`src/rtl/p256dc_pkg.sv`:
```
`timescale 1ns / 1ps
// ----------------------------------------------------------------------------
// P-256 point decompression package
// Shared types, curve constants and controller/datapath command types.
// ----------------------------------------------------------------------------
package p256dc_pkg;

    localparam logic [255:0] MOD_P =
        256'hFFFFFFFF00000001000000000000000000000000FFFFFFFFFFFFFFFFFFFFFFFF;
    localparam logic [255:0] CURVE_A =
        256'hFFFFFFFF00000001000000000000000000000000FFFFFFFFFFFFFFFFFFFFFFFC;
    localparam logic [255:0] CURVE_B =
        256'h5AC635D8AA3A93E7B3EBBD55769886BC651D06B0CC53B0F63BCE3C3E27D2604B;
    localparam logic [255:0] ROOT_EXP =
        256'h3FFFFFFFC0000000400000000000000000000000400000000000000000000000;

    localparam logic [7:0] PREFIX_EVEN = 8'h02;
    localparam logic [7:0] PREFIX_ODD  = 8'h03;

    localparam logic [1:0] ST_OK      = 2'd0;
    localparam logic [1:0] ST_BAD_PFX = 2'd1;
    localparam logic [1:0] ST_NO_ROOT = 2'd2;

    typedef struct packed {
        logic [7:0]  prefix;
        logic [63:0] x_w0;
        logic [63:0] x_w1;
        logic [63:0] x_w2;
        logic [63:0] x_w3;
    } t_req;

    typedef struct packed {
        logic [1:0]  status;
        logic [63:0] y_w0;
        logic [63:0] y_w1;
        logic [63:0] y_w2;
        logic [63:0] y_w3;
    } t_rsp;

    // multiplier operand selects
    typedef enum logic [2:0] {
        OP_X     = 3'd0,
        OP_ALPHA = 3'd1,
        OP_ACC   = 3'd2,
        OP_A     = 3'd3,
        OP_R     = 3'd4
    } t_opsel;

    // destination of a finished product
    typedef enum logic [2:0] {
        DST_ACC   = 3'd0,
        DST_T     = 3'd1,
        DST_R     = 3'd2,
        DST_CHK   = 3'd3,
        DST_ALPHA = 3'd4
    } t_dst;

    typedef struct packed {
        logic   load;      // capture request and reduce x
        logic   mul_start;
        t_opsel op_a;
        t_opsel op_b;
        t_dst   dst;
        logic   alpha_fin; // alpha = acc + t + b
        logic   r_init;    // r = 1
        logic   neg_en;    // register p - r
        logic   rsp_load;  // build response
    } t_cmd;

    typedef struct packed {
        logic mul_done;
        logic exp_bit;
    } t_sts;

endpackage

```
`src/rtl/p256dc_ctrl.sv`:
```
`timescale 1ns / 1ps
// ----------------------------------------------------------------------------
// P-256 decompression controller
// Sequences the curve equation, the square-and-multiply root and the check.
// ----------------------------------------------------------------------------
module p256dc_ctrl (
    input  logic             i_clk,
    input  logic             i_rst_n,
    input  logic             i_valid,
    input  logic             i_stall,
    input  p256dc_pkg::t_sts i_sts,
    input  logic             i_pfx_ok,
    output logic             o_stall,
    output logic             o_valid,
    output p256dc_pkg::t_cmd o_cmd,
    output logic [7:0]       o_bit_idx
);

    typedef enum logic [11:0] {
        S_IDLE  = 12'b000000000001,
        S_CHKP  = 12'b000000000010,
        S_X2    = 12'b000000000100,
        S_X3    = 12'b000000001000,
        S_AX    = 12'b000000010000,
        S_ALPHA = 12'b000000100000,
        S_SQ    = 12'b000001000000,
        S_MUL   = 12'b000010000000,
        S_CHK   = 12'b000100000000,
        S_NEG   = 12'b001000000000,
        S_RSP   = 12'b010000000000,
        S_OUT   = 12'b100000000000
    } t_state;

    t_state     r_state, n_state;
    logic [7:0] r_idx, n_idx;
    logic       r_issued, n_issued;

    always_comb begin
        n_state  = r_state;
        n_idx    = r_idx;
        n_issued = r_issued;
        o_cmd    = '{op_a: p256dc_pkg::OP_X, op_b: p256dc_pkg::OP_X,
                     dst: p256dc_pkg::DST_ACC, default: '0};
        unique case (r_state)
            S_IDLE: begin
                if (i_valid) begin
                    o_cmd.load = 1'b1;
                    n_state    = S_CHKP;
                end
            end
            S_CHKP: begin
                n_issued = 1'b0;
                n_state  = i_pfx_ok ? S_X2 : S_RSP;
            end
            S_X2: begin
                o_cmd.dst = p256dc_pkg::DST_ACC;
                if (!r_issued) begin
                    o_cmd.mul_start = 1'b1;
                    n_issued = 1'b1;
                end else if (i_sts.mul_done) begin
                    n_issued = 1'b0;
                    n_state  = S_X3;
                end
            end
            S_X3: begin
                o_cmd.op_a = p256dc_pkg::OP_ACC;
                o_cmd.dst  = p256dc_pkg::DST_ACC;
                if (!r_issued) begin
                    o_cmd.mul_start = 1'b1;
                    n_issued = 1'b1;
                end else if (i_sts.mul_done) begin
                    n_issued = 1'b0;
                    n_state  = S_AX;
                end
            end
            S_AX: begin
                o_cmd.op_a = p256dc_pkg::OP_A;
                o_cmd.dst  = p256dc_pkg::DST_T;
                if (!r_issued) begin
                    o_cmd.mul_start = 1'b1;
                    n_issued = 1'b1;
                end else if (i_sts.mul_done) begin
                    n_issued = 1'b0;
                    n_state  = S_ALPHA;
                end
            end
            S_ALPHA: begin
                o_cmd.alpha_fin = 1'b1;
                o_cmd.r_init    = 1'b1;
                n_idx           = 8'd255;
                n_state         = S_SQ;
            end
            S_SQ: begin
                o_cmd.op_a = p256dc_pkg::OP_R;
                o_cmd.op_b = p256dc_pkg::OP_R;
                o_cmd.dst  = p256dc_pkg::DST_R;
                if (!r_issued) begin
                    o_cmd.mul_start = 1'b1;
                    n_issued = 1'b1;
                end else if (i_sts.mul_done) begin
                    n_issued = 1'b0;
                    if (i_sts.exp_bit) begin
                        n_state = S_MUL;
                    end else if (r_idx == 8'd0) begin
                        n_state = S_CHK;
                    end else begin
                        n_idx = r_idx - 8'd1;
                    end
                end
            end
            S_MUL: begin
                o_cmd.op_a = p256dc_pkg::OP_R;
                o_cmd.op_b = p256dc_pkg::OP_ALPHA;
                o_cmd.dst  = p256dc_pkg::DST_R;
                if (!r_issued) begin
                    o_cmd.mul_start = 1'b1;
                    n_issued = 1'b1;
                end else if (i_sts.mul_done) begin
                    n_issued = 1'b0;
                    if (r_idx == 8'd0) begin
                        n_state = S_CHK;
                    end else begin
                        n_idx   = r_idx - 8'd1;
                        n_state = S_SQ;
                    end
                end
            end
            S_CHK: begin
                o_cmd.op_a = p256dc_pkg::OP_R;
                o_cmd.op_b = p256dc_pkg::OP_R;
                o_cmd.dst  = p256dc_pkg::DST_CHK;
                if (!r_issued) begin
                    o_cmd.mul_start = 1'b1;
                    n_issued = 1'b1;
                end else if (i_sts.mul_done) begin
                    n_issued = 1'b0;
                    n_state  = S_NEG;
                end
            end
            S_NEG: begin
                o_cmd.op_a   = p256dc_pkg::OP_R;
                o_cmd.neg_en = 1'b1;
                n_state      = S_RSP;
            end
            S_RSP: begin
                o_cmd.rsp_load = 1'b1;
                n_state        = S_OUT;
            end
            S_OUT: begin
                if (!i_stall) n_state = S_IDLE;
            end
            default: n_state = S_IDLE;
        endcase
    end

    always_ff @(posedge i_clk) begin
        if (!i_rst_n) begin
            r_state  <= S_IDLE;
            r_idx    <= 8'd0;
            r_issued <= 1'b0;
        end else begin
            r_state  <= n_state;
            r_idx    <= n_idx;
            r_issued <= n_issued;
        end
    end

    assign o_stall   = (r_state != S_IDLE);
    assign o_valid   = (r_state == S_OUT);
    assign o_bit_idx = r_idx;

endmodule

```
`config.mk`:
```
export PLATFORM = sky130hd
export DESIGN_NAME = p256dc_ctrl
export DESIGN_NICKNAME = d
export VERILOG_FILES = /design/src/rtl/p256dc_pkg.sv /design/src/rtl/p256dc_ctrl.sv
export SDC_FILE = /design/constraint.sdc
export NUM_CORES = 1
export LEC_CHECK = 0
export ABC_AREA = 1
export BUFFER_PORTS_ARGS = -buffer_cell sky130_fd_sc_hd__buf_2
export CORE_ASPECT_RATIO = 1.25
export CORE_MARGIN = 3
export CORE_UTILIZATION = 49
export CTS_CLUSTER_DIAMETER = 60
export CTS_CLUSTER_SIZE = 12
export DETAILED_ROUTE_END_ITERATION = 10
export GPL_TIMING_DRIVEN = 1
export PLACE_DENSITY = 0.87
export RECOVER_POWER = 100
export SLEW_MARGIN = 20
export SYNTH_ARGS = -nofsm -noshare
export SYNTH_HDL_FRONTEND = slang
export SYNTH_SLANG_ARGS = --single-unit
```
`constraint.sdc`:
```
create_clock -name i_clk -period 1.6 [get_ports i_clk]
set_input_delay 0.32 -clock i_clk [delete_from_list [all_inputs] [get_ports i_clk]]
set_output_delay 0.32 -clock i_clk [all_outputs]
set_load 0.01 [all_outputs]
```
# Word-level counts from Yosys, hierarchy flattened
# Cells that the tools add are included.
[totals]
elab_cells = 81
in_bits = 7
regBits = 21
out_inout_bits = 25
[op_classes]
muxes = 39
n_eq_ne = 29
n_addsub = 1
n_reduce_logical = 9
[op_table]
columns = ["cell", "n"]
rows = [
  ["$mux 12", 16],
  ["$pmux 12 s12", 1],
  ["$mux 8", 6],
  ["$ne 2x2->1 const B", 15],
  ["$pmux 8 s3", 1],
  ["$reduce_and 15->1", 1],
  ["$eq 12x1->1 const B", 1],
  ["$eq 12x10->1 const B", 1],
  ["$eq 12x11->1 const B", 1],
  ["$eq 12x12->1 const B", 1],
  ["$eq 12x2->1 const B", 1],
  ["$eq 12x3->1 const B", 1],
  ["$eq 12x4->1 const B", 1],
  ["$eq 12x5->1 const B", 1],
  ["$eq 12x6->1 const B", 1],
  ["$eq 12x7->1 const B", 1],
  ["$eq 12x8->1 const B", 1],
  ["$eq 12x9->1 const B", 1],
  ["$ne 12x1->1 const B", 1],
  ["$mux 11", 1],
  ["$mux 9", 1],
  ["$pmux 3 s3", 1],
  ["$logic_not 8->1", 1],
  ["$mux 1", 8],
  ["other kinds (12)", 13],
]

# Depth between registers and ports, before layout
# Gate-level depths: netlist of the first run.
[logic_depth]
depth_word = 6
mapped_depth = 12

# Worst setup path before layout of the first run
# No wires, ideal clock.
[synth_path]
path_type = "register -> register"
startpoint = "register r_idx[0], in the netlist o_bit_idx[0]"
endpoint = "register r_state[8]"
stages_incl_launch_ff = 11
path_slack_ns = 0.001
t_required_ns = 1.487
t_arrival_ns = 1.486
setup_ns = 0.113
synth_period_minus_slack_ns = 1.599
path_buffers = 1
path_cell_list = "dfxtp_1 > inv_1 > ha_1 > nand3_1 > nor3_2 > nor2_1 > nor2_1 > buf_6 > nand3_2 > nand2_1 > nor2_2"
[synth_via]
elab_chain_cells = 5
word_cells_on_any_way = 7
cone_classes = "1 x eq/ne; 4 x mux; 2 x reduce/logical"
[synth_rtl]
columns = ["element", "line", "rtl"]
rows = [
  ["from (decl)", "p256dc_ctrl.sv:35", "logic [7:0] r_idx, n_idx;"],
  ["from (signal assigned)", "p256dc_ctrl.sv:163", "r_idx <= n_idx;"],
  ["$logic_not 8->1 (*)", "p256dc_ctrl.sv:104, p256dc_ctrl.sv:120", ""],
  ["$mux 9", "p256dc_ctrl.sv:120", "if (r_idx == 8'd0) begin"],
  ["$mux 12", "p256dc_ctrl.sv:118", "end else if (i_sts.mul_done) begin"],
  ["$mux 12", "p256dc_ctrl.sv:115", "if (!r_issued) begin"],
  ["$pmux 12 s12", "p256dc_ctrl.sv:44", "unique case (r_state)"],
  ["to (signal assigned)", "p256dc_ctrl.sv:162", "r_state <= n_state;"],
  ["to (decl)", "p256dc_ctrl.sv:34", "t_state r_state, n_state;"],
]
# Mark *: on every way between the ends. The rest lies on a longest branch, timed or not. The select of a mux whose other input is x is not followed.
# A chain may end at the register's enable or synchronous reset.

==> results.md, run 1 <==
- CP Data Required Time: about 1300 ps
- Final Setup Violations: 35
- Placer congestion estimate: between 0.9 and 1
- Die height: 67.6 µm
- Yosys warnings: 0
- Synth Area in Adders: 0.842%
- CTS Root Buffer Type: clkbuf_4
- Worst skew pair latency: around 330 ps
- Die Area: approximately 0.0037 mm²
- Initial Utilization: 53.3%
- Peak supply drop: between 1 and 1.5 mV
- EDFF count, synth: 0
- Initial antenna violation count: 0
- # diodes: 0
- Drt drc: 0
- Synth cell types: 30
- Largest family of logic cells by synthesized area: simple AND/OR/NAND/NOR gates
- Routed WL per cell: ~19 µm
- CORE AREA: around 0.0028 mm²
- Post-layout util: a little over four fifths
- Flop2flop setup slack: -370 ps
- Post-synthesis cell area: roughly 0.0015 mm²
- Cell Pwr Density: 1780 mW/mm²
- Asr flop ratio synth: 0%
- Synth Area in Compound Gates: about 7.8%
- R2r worst-path depth: 11
- Hold Crit Class: primary input to flop
- Crit end category: primary output
- Seq cells post-synth: 21
- Row count: 21
- Proportion of synthesized area in mux cells: 0%
- Fin nets: slightly above 300
- Fin cells: roughly 330
- Crit path arrival time: 1770 ps
- Hold Path Origin: i_stall
- Clock Skew: between 10 and 15 ps
- Crit-path cells: nor2_4 > nand2_4 > nor2_8 > buf_4 > buf_6 > nand2_4 > inv_2 > buf_2
- Die Wd: 55.2 µm
- Min-Delay Endpoint: r_state[11]
- Setup crit start kind: flop
- RSZ-0062 raised after global routing: yes
- R2R Path End: r_state[6]
- Post-synth top area cell: dfxtp_1
- Synth Area in XOR/XNOR: under 10%
- Failing checks: setup timing
- Worst hold path depth: 3
- Largest net degree at the start of global routing: 20
- FMAX: roughly 0.48 GHz
- Total grt overflow: 0
- Post-synthesis simple-gate area fraction: between 40 and 50%
- Largest fanout on the critical path: 4
- Initial drt markers: 195
- Synth Instances: between 200 and 250
- Fillers: between 100 and 150
- Ys flop type: dfxtp_1
- Reg-to-Reg Start: r_state[8]
- Mean Syn Cell Area: between 6 and 7 µm²
- Num CTS Buffers: 3
- Share of cells above drive strength 1: a little over half
- Clock Path Buffers: 2
- Leak: ~1.2 nW
- Worst path max stage delay: about 390 ps
- Final period util: 130%
- Final count of pins violating max slew: 0
- Clock transition at the registers of the reported paths: roughly 130 ps
- Total wire length: between 6 and 7 mm
- H-tree depth: 1
- Drt pass-1 iters: 4
- CTS tree: done
- Seq/Total Area, Yosys: 28.3%
- Number of global-route vias before repair: 1644
- Hold Slack: around 340 ps
- Top post-synthesis cells by count: inv_1 (36), nand2_1 (36), nor2_1 (34)
- Post-DRT Antenna Nets: 0
- Yosys top cell area share: between 20% and 30%
- Minimum clock period: around 2100 ps
- Setup Slack @ Placement: -81.1 ps
- CP top delay family: buffers and inverters
- Total power: ~4.1 mW
- Top post-synthesis cells by area: dfxtp_1 (28%), inv_1 (9.1%), nand2_1 (9.1%), nor2_1 (8.6%), nand3_1 (5.7%)
- Vias per cell: ~5.8
- Tot GR Track Use: approximately 25%
- Status: complete, but fails checks
- First-pass GRT wire length: 7.13 mm
- Dpl hpwl: 2.89 mm
- Max Cap Viol: 0
- Area delta synth->final: 57.1%
- Max stage delay cell, worst path: dfxtp_4
- Final WS setup: -487 ps
- Placed Cells: between 300 and 400
- Input/output buffers: 29
- Ports: 32
- Kind of critical path: flop to primary output
- Cell repeated most along the worst path: nand2_4
- DR vias: 1921
- Clock sinks: 21
- Final hold vios: 0
- Buf/Inv on CP: 4
sequential cells by signal, indices dropped and copies added (netlist names):
name,count
o_bit_idx,8
r_issued,1
r_state,12
cell type report:
class / instances / area [µm²] / area share [%]
Inverter: 40 / 165 / 7.08
Tap cell: 34 / 42.5 / 1.82
Timing Repair Buffer: 70 / 553 / 23.7
Sequential cell: 21 / 443 / 19.0
Clock buffer: 4 / 26.3 / 1.13
Multi-Input combinational cell: 160 / 1100 / 47.3
worst max path at each step:
stage	start	to	slack, ps	cells after the start
2_1_floorplan	o_bit_idx[0]	r_state[8]	0.9	10
3_3_place_gp	r_state[6]	o_cmd[13]	-20	8
3_5_place_dp	r_state[6]	o_cmd[13]	-80	8
5_1_grt	r_state[8]	o_cmd[2]	-490	8
6_report	r_state[8]	o_cmd[2]	-490	8
4_1_cts	r_state[8]	o_cmd[14]	-320	8
metal layers:
metal	share of wire (%)	global-route usage [%]
met5	0	0
met1	34	26.9
met4	7.7	18.5
met2	49	43.6
met3	8.6	4.40
what timing repair did:
action	CTS	global route
gates resized for setup	44	69
pin swaps	10	20
hold buffers	0	0
gates cloned	0	1
buffers inserted	8	12
endpoints found under the setup margin	28	35
cell families (layout without fill, tap and decap cells):
group	after synthesis	after routing
AOI/OAI and AO/OA	23	23
xor gates and xnor gates	3	3
adders and majority gates	1	1
buffers and inverters	47	114
DFF	21	21
other	1	2
and+or+nand+nor	131	131
placed cells by master, fill, tap and decap left out, types with 2 or more instances in the layout:
master,synthesis,routed
dfxtp_2,0,6
nand3_1,17,14
clkbuf_1,0,9
conb_1,1,2
xnor2_1,2,2
nor3_4,0,3
inv_1,36,26
nand3_4,0,2
inv_4,0,3
nor3_2,1,2
buf_4,3,26
nand2_8,0,2
nor2_2,6,10
a21oi_1,9,4
nand2_1,36,27
buf_2,1,16
dfxtp_1,21,11
clkbuf_4,0,3
nor3_1,6,2
o21ai_1,0,7
nand2_2,9,9
dfxtp_4,0,4
buf_6,2,18
o21ai_0,14,6
nand3b_1,2,2
or2_2,2,2
a21oi_2,0,5
nor2_4,5,12
nand2_4,4,11
nand3_2,4,5
inv_2,4,10
nor2_1,34,23
per-stage QoR:
step                      instance area [µm²]  setup TNS (ps)
after floorplan                          1490               0
after global placement                   1800           -71.6
after detailed placement                 1800            -615
after CTS                                2040           -3860
after global routing                     2330          -11240
final                                    2330           -9630
worst min-delay path, cell delays in order:
cell and delay, ps:
buf_2 110, nand2_1 120, a21oi_1 90
report_power, final:
group	switching, mW	internal (mW)
Clock	0.184	0.0981
Combinational	1.69	1.37
Sequential	0.144	0.652
Power figures use the tool's default switching activity.
==> run 2: changes to the inputs <==
--- a/config.mk
+++ b/config.mk
@@ -15,7 +15,7 @@
 export DETAILED_ROUTE_END_ITERATION = 10
 export GPL_TIMING_DRIVEN = 1
 export PLACE_DENSITY = 0.87
-export RECOVER_POWER = 100
+export RECOVER_POWER = 50
 export SLEW_MARGIN = 20
 export SYNTH_ARGS = -nofsm -noshare
 export SYNTH_HDL_FRONTEND = slang
==> results.md, run 2 (synthesis results as in run 1) <==
- Crit path arrival time: 1760 ps (about the same)
- Tot GR Track Use: 24.8% (unchanged)
- FMAX: 0.481 GHz (+0.41%)
- Ports: 32 (unchanged)
- Total grt overflow: 0 (unchanged)
- Routed WL per cell: 18.8 µm (about the same)
- Row count: 21 (unchanged)
- Peak supply drop: 1.40 mV (about the same)
- Setup crit start kind: flop
- RSZ-0062 raised after global routing: yes
- Worst skew pair latency: 320 ps (about the same)
- Cell Pwr Density: 1770 mW/mm² (-0.54%)
- Largest net degree at the start of global routing: 20 (unchanged)
- Number of global-route vias before repair: 1644 (unchanged)
- Most common cell after layout, fill and taps aside: buf_4
- Max Cap Viol: 0 (unchanged)
- Final WS setup: -478 ps (+8.59 ps)
- Reg-to-Reg Start: r_state[8]
- Crit end category: primary output
- CTS Root Buffer Type: clkbuf_4
- Fin nets: 304 (unchanged)
- H-tree depth: 1 (unchanged)
- Hold Slack: 348 ps (+6.25 ps)
- Initial drt markers: 193 (-1.0%)
- Placed Area: 0.00180 mm² (unchanged)
- CORE AREA: 0.00279 mm² (unchanged)
- Clock Path Buffers: 2 (unchanged)
- Clock sinks: 21 (unchanged)
- Total wire length: 6.20 mm (about the same)
- Failing checks: setup timing
- Kind of critical path: flop to primary output
- Num CTS Buffers: 3 (unchanged)
- Worst hold path depth: 3 (unchanged)
- Most frequent cells in the layout: buf_4 (28), nand2_1 (27), inv_1 (26)
- Largest fanout on the critical path: 4 (unchanged)
- Die height: 67.6 µm (unchanged)
- Minimum clock period: 2080 ps (-8.59 ps)
- Initial Utilization: 53.3% (unchanged)
- R2r worst-path depth: 11 (unchanged)
- Hold Crit Class: primary input to flop
- Drt pass-1 iters: 5 (+1)
- Status: complete, but fails checks
- Final count of pins violating max slew: 0 (unchanged)
- Die Wd: 55.2 µm (unchanged)
- Hold Path Origin: i_stall
- Die Area: 0.00373 mm² (unchanged)
- Final Cell Area: 0.00234 mm² (+0.43%)
- Clock Skew: 9.35 ps (-3.86 ps)
- Clock transition at the registers of the reported paths: 120 ps (about the same)
- Min-Delay Endpoint: r_state[11]
- Final hold vios: 0 (unchanged)
- Largest register by flop count: r_state
- Drt drc: 0 (unchanged)
- Initial antenna violation count: 0 (unchanged)
- Leak: 1.25 nW (+1.4%)
- Max reg flops: 12 (unchanged)
- Vias per cell: 5.85 (+0.16%)
- # diodes: 0 (unchanged)
- CP Data Required Time: 1280 ps (about the same)
- Placer congestion estimate: 0.978 (unchanged)
- CTS tree: done
- Input/output buffers: 29 (unchanged)
- First-pass GRT wire length: 7.13 mm (unchanged)
- Final period util: 130% (-0.54 points)
- Flop2flop setup slack: -370 ps (about the same)
- Post-DRT Antenna Nets: 0 (unchanged)
- R2R Path End: r_state[6]
- Final Setup Violations: 35 (unchanged)
- Dpl hpwl: 2.89 mm (unchanged)
- Area delta synth->final: 57.8%
- Share of cells above drive strength 1: 54.2% (+1.4 points)
- DR vias: 1924 (+0.16%)
==> run 2: cell count changes in the layout (fill, tap and decap cells not counted), sizes merged <==
cell / before / now
buf: 61 / 65
clkbuf: 13 / 9
==> run 2: worst max path at each step <==
stage / start / endpoint / slack (ps) / depth (start not counted)
CTS: r_state[8] / o_cmd[14] / -320 / 8
detailed placement: r_state[6] / o_cmd[13] / -80 / 8
floorplan: o_bit_idx[0] / r_state[8] / 0.9 / 10
global route: r_state[8] / o_cmd[2] / -490 / 8
finish: r_state[8] / o_cmd[2] / -480 / 8
global placement: r_state[6] / o_cmd[13] / -20 / 8
==> run 2: stage by stage <==
step                utilization (%)  cells  setup WS [ps]  setup TNS (ps)  power [mW]
finish                         84.1    329           -478           -9500        4.14
global route                   84.1    329           -493          -11220        4.32
CTS                            73.1    318           -323           -3860        3.29
detailed placement             64.6    306          -81.1            -615        2.62
global placement               64.6    306          -23.6           -71.6        2.56
floorplan                         -    228          0.858               0        2.06
==> run 2: what timing repair did <==
| action | in CTS | in global routing |
|---|---|---|
| gates resized for setup | 44 | 69 |
| endpoints found under the setup margin | 28 | 35 |
| pin swaps | 10 | 20 |
| hold buffers | 0 | 0 |
| buffers inserted | 8 | 12 |
| cloned | 0 | 1 |
==> run 2: cell type report <==
cell class,instances,area [µm²]
clock buffer,4,26.3
timing repair buffer,70,563
sequential,21,443
inverter,40,165
fill,136,442
tap,34,42.5
multi-input combinational,160,1100
==> run 2: critical path, cell delays in order, from the launching register on <==
cell and delay, ps:
dfxtp_4 380, nor2_4 140, nand2_4 120, nor2_8 160, buf_4 150, buf_6 130
nand2_4 90, inv_2 100, buf_2 150
==> run 2: metal layers <==
metal | routed length [µm] | vias to the layer above | part of all wire (%) | global-route usage (%)
met5 | 0 | - | 0 | 0
met4 | 485 | 0 | 7.8 | 18.5
met3 | 549 | 53 | 8.9 | 4.40
met2 | 3060 | 160 | 49 | 43.6
met1 | 2100 | 878 | 34 | 26.9
li1 | - | 833 | - | -
==> run 2: where the power goes <==
| part | leakage (nW) | switching [mW] | internal (mW) |
|---|---|---|---|
| combinational | 1.06 | 1.70 | 1.37 |
| sequential | 0.175 | 0.146 | 0.652 |
| clock | 0.0150 | 0.175 | 0.0978 |
| total | 1.25 | 2.02 | 2.12 |
==> run 3: changes to the inputs <==
--- a/config.mk
+++ b/config.mk
@@ -6,7 +6,7 @@
 export NUM_CORES = 1
 export LEC_CHECK = 0
 export ABC_AREA = 1
-export BUFFER_PORTS_ARGS = -buffer_cell sky130_fd_sc_hd__buf_2
+export BUFFER_PORTS_ARGS = -buffer_cell sky130_fd_sc_hd__buf_4
 export CORE_ASPECT_RATIO = 1.25
 export CORE_MARGIN = 3
 export CORE_UTILIZATION = 49
==> results.md, run 3 <==
- Initial Utilization: 53.3% (unchanged)
- Largest net degree at the start of global routing: 20
- Asr flop ratio synth: 0% (unchanged)
- Seq cells post-synth: 21 (unchanged)
- Failed at: global routing
- CTS Root Buffer Type: clkbuf_4
- Synth Instances: 227 (unchanged)
- Row count: 21 (unchanged)
- Grt repair worst endpoint: o_cmd[14]
- Yosys warnings: 0 (unchanged)
- EDFF count, synth: 0 (unchanged)
- Post-synthesis cell area: 0.00149 mm² (unchanged)
- Placed Cells: 307 (+0.33%)
- Worst End Pin Type: primary output
- Status: stopped before the end
- Post-synth top area cell: dfxtp_1
- Initial antenna violation count: 1
- Seq/Total Area, Yosys: 28.3% (unchanged)
- Ports: 32 (unchanged)
- Clock Path Buffers: 2 (unchanged)
- Yosys top cell area share: 28.3% (unchanged)
- Dpl hpwl: 2.90 mm (+0.48%)
- Placer congestion estimate: 0.921 (-5.8%)
- Tool Error: [ERROR DPL-0033] detailed placement checks failed during check placement.
- Mean Syn Cell Area: 6.54 µm² (unchanged)
- Clock sinks: 21 (unchanged)
- Num CTS Buffers: 3 (unchanged)
- H-tree depth: 1 (unchanged)
- Top post-synthesis cells by area: dfxtp_1 (28%), inv_1 (9.1%), nand2_1 (9.1%), nor2_1 (8.6%), nand3_1 (5.7%)
- Input/output buffers: 29 (unchanged)
- Top post-synthesis cells by count: inv_1 (36), nand2_1 (36), nor2_1 (34)
- Synth cell types: 30 (unchanged)
- Die Wd: 55.2 µm (unchanged)
- Placed Area: 0.00187 mm² (+3.8%)
- Die height: 67.6 µm (unchanged)
- Ys flop type: dfxtp_1
- Post-CTS Hold Buffers: 0 (unchanged)
[run 3: cell counts after synthesis]
No cell type changed its count.
[run 3: kinds of logic after synthesis]
kind of cell               Yosys count  share of synthesized area, %
adders and majority gates            1                         0.842
xor gates and xnor gates             3                          1.77
AOI/OAI and AO/OA                   23                          7.75
other                                1                         0.252
DFF                                 21                          28.3
and+or+nand+nor                    131                          47.3
buffers and inverters               47                          13.7
[run 3: per-stage QoR]
step	hold WS (ps)	setup WS (ps)	TNS, ps
2_1_floorplan	470	0.858	0
3_3_place_gp	464	-23.2	-32.2
3_5_place_dp	485	-80.4	-722
4_1_cts	324	-333	-5230
[run 3: repair_timing]
item | 4_1_cts
endpoints found under the setup margin | 29
hold endpoints to repair | 0
gates resized for setup | 97
pin swaps | 31
buffers inserted | 20
==> run 4: changes to the inputs <==
--- a/config.mk
+++ b/config.mk
@@ -7,14 +7,11 @@
 export LEC_CHECK = 0
 export ABC_AREA = 1
 export BUFFER_PORTS_ARGS = -buffer_cell sky130_fd_sc_hd__buf_4
-export CORE_ASPECT_RATIO = 1.25
 export CORE_MARGIN = 3
-export CORE_UTILIZATION = 49
-export CTS_CLUSTER_DIAMETER = 60
-export CTS_CLUSTER_SIZE = 12
+export CORE_UTILIZATION = 35
 export DETAILED_ROUTE_END_ITERATION = 10
 export GPL_TIMING_DRIVEN = 1
-export PLACE_DENSITY = 0.87
+export PLACE_DENSITY_LB_ADDON = 0.15
 export RECOVER_POWER = 50
 export SLEW_MARGIN = 20
 export SYNTH_ARGS = -nofsm -noshare
==> constraint.sdc (replaced) <==
create_clock -name i_clk -period 2.1 [get_ports i_clk]
set_input_delay 0.42 -clock i_clk [delete_from_list [all_inputs] [get_ports i_clk]]
set_output_delay 0.42 -clock i_clk [all_outputs]
set_load 0.01 [all_outputs]
==> results.md, run 4 (synthesis results as in run 1) <==
- Drt drc: 0
- Total grt overflow: 0
- FMAX: roughly 0.50 GHz
- First-pass GRT wire length: ~5.8 mm
- Clock Skew: 3.52 ps
- Most frequent cells in the layout: nand2_1 (38), inv_1 (36), nor2_1 (33)
- Share of cells above drive strength 1: slightly below 30%
- Die Wd: 71.1 µm (+29%)
- Clock sinks: 21 (unchanged)
- Setup TNS: 0 ps
- Crit end category: primary output
- Status: finished, final reports clean
- CORE AREA: between 0.004 and 0.005 mm²
- Minimum clock period: 2020 ps
- Die Area: between 0.005 and 0.006 mm²
- Final Cell Area: 0.00182 mm²
- Total wire length: 3.48 mm
- Placed Area: 0.00174 mm² (-7.0%)
- H-tree depth: 1 (unchanged)
- Fin nets: 270
- Largest register by flop count: r_state
- Die height: 71.1 µm (+5.3%)
- Max Cap Viol: 0
- CTS Root Buffer Type: clkbuf_8
- Num CTS Buffers: 3 (unchanged)
- RSZ-0062 raised after global routing: no
- CTS tree: done
- # diodes: 0
- DR vias: between 1k and 1.5k
- Crit path arrival time: about 1600 ps
- Number of global-route vias before repair: about 1.2k
- Clock Path Buffers: 2 (unchanged)
- Ports: 32 (unchanged)
- Met1 Use GR: around 20%
- Fillers: approximately 440
- Largest fanout on the critical path: 4
- Final Setup Violations: 0
- Worst skew pair latency: about 260 ps
- Kind of critical path: flop to primary output
- Dpl hpwl: 2.77 mm (-4.3%)
- Post-DRT Antenna Nets: 0
- Multi-input gate area: approximately 890 µm²
- Drt pass-1 iters: 4
- Cell Pwr Density: between 1000 and 1500 mW/mm²
- Placer congestion estimate: 0.824 (-11%)
- Routed WL per cell: 11.2 µm
- Sequential Area: approximately 430 µm²
- Initial Utilization: 36.6% (-17 points)
- GR Util met3: around 2.1%
- Leak: just under 1 nW
- Clock transition at the registers of the reported paths: about 80 ps
- Final period util: between 90 and 100%
- Final hold vios: 0
- Area delta synth->final: 22.4%
- Input/output buffers: 29 (unchanged)
- Tot GR Track Use: 14.3%
- Vias per cell: around 4.5
- Max reg flops: 12
- Peak supply drop: approximately 0.55 mV
- Largest net degree at the start of global routing: 20
- Row count: 23 (+9.5%)
- Most Crowded Layer GR: met2
- Final count of pins violating max slew: 0
- Hold Crit Class: primary input to flop
- Met2 GRT Util: between 20% and 30%
- Post-CTS Hold Buffers: 0 (unchanged)
- Initial antenna violation count: 0
- Setup crit start kind: flop
- Initial drt markers: 58
- Most common cell after layout, fill and taps aside: nand2_1
- CP Data Required Time: roughly 1700 ps
-- run 4: per-stage QoR --
step / setup WS, ps / util (%) / power (mW) / std cells / hold WS [ps]
after detailed placement: 262 / 42.8 / 1.87 / 303 / 493
after CTS: 1.06 / 44.1 / 2.16 / 308 / 443
after global routing: 0.411 / 44.8 / 2.42 / 311 / 446
after floorplan: 463 / - / 1.57 / 228 / 470
after global placement: 262 / 42.8 / 1.88 / 303 / 496
final: 82.1 / 44.8 / 2.22 / 311 / 432
-- run 4: final cells by class --
type | instances | area share, %
tap | 50 | 3.44
sequential | 21 | 23.6
timing repair buffer | 36 | 13.0
multi-input combinational | 160 | 49.1
clock buffer | 4 | 2.48
inverter | 40 | 8.40
-- run 4: worst max-delay path: stages (launching register included) --
cell,delay (ps)
dfxtp_1,340
nor2_1,120
nand2_2,120
nor2_4,160
nand2_2,100
nand2_2,110
nor2_4,50
nand2_4,60
inv_1,60
nor2_2,90
buf_4,130
-- run 4: power breakdown --
group          switching (mW)  internal, mW  leakage, nW
clock                   0.140         0.135       0.0228
combinational           0.797         0.574        0.776
sequential             0.0860         0.484        0.173
-- run 4: path summary, 6_finish.rpt --
| check | from | to | slack [ps] | depth (start not counted) |
|---|---|---|---|---|
| min reg2reg | o_bit_idx[1] | o_bit_idx[1] | 510 | 2 |
| max reg2reg | o_bit_idx[0] | r_state[3] | 210 | 10 |
| min | i_stall | r_state[11] | 430 | 3 |
| max | r_state[4] | o_cmd[13] | 80 | 10 |
-- run 4: per-layer routing --
layer  share of wire, %  wire length [µm]
met1                 52              1800
met2                 45              1560
met3                2.2                76
met4                1.2                40
met5                  0                 0
-- run 4: what timing repair did --
action                                  CTS  global route
endpoints found under the setup margin    1             1
buffers inserted                          1             3
hold endpoints to repair                  0             0
pin swaps                                 1            10
gates resized for setup                   0            15
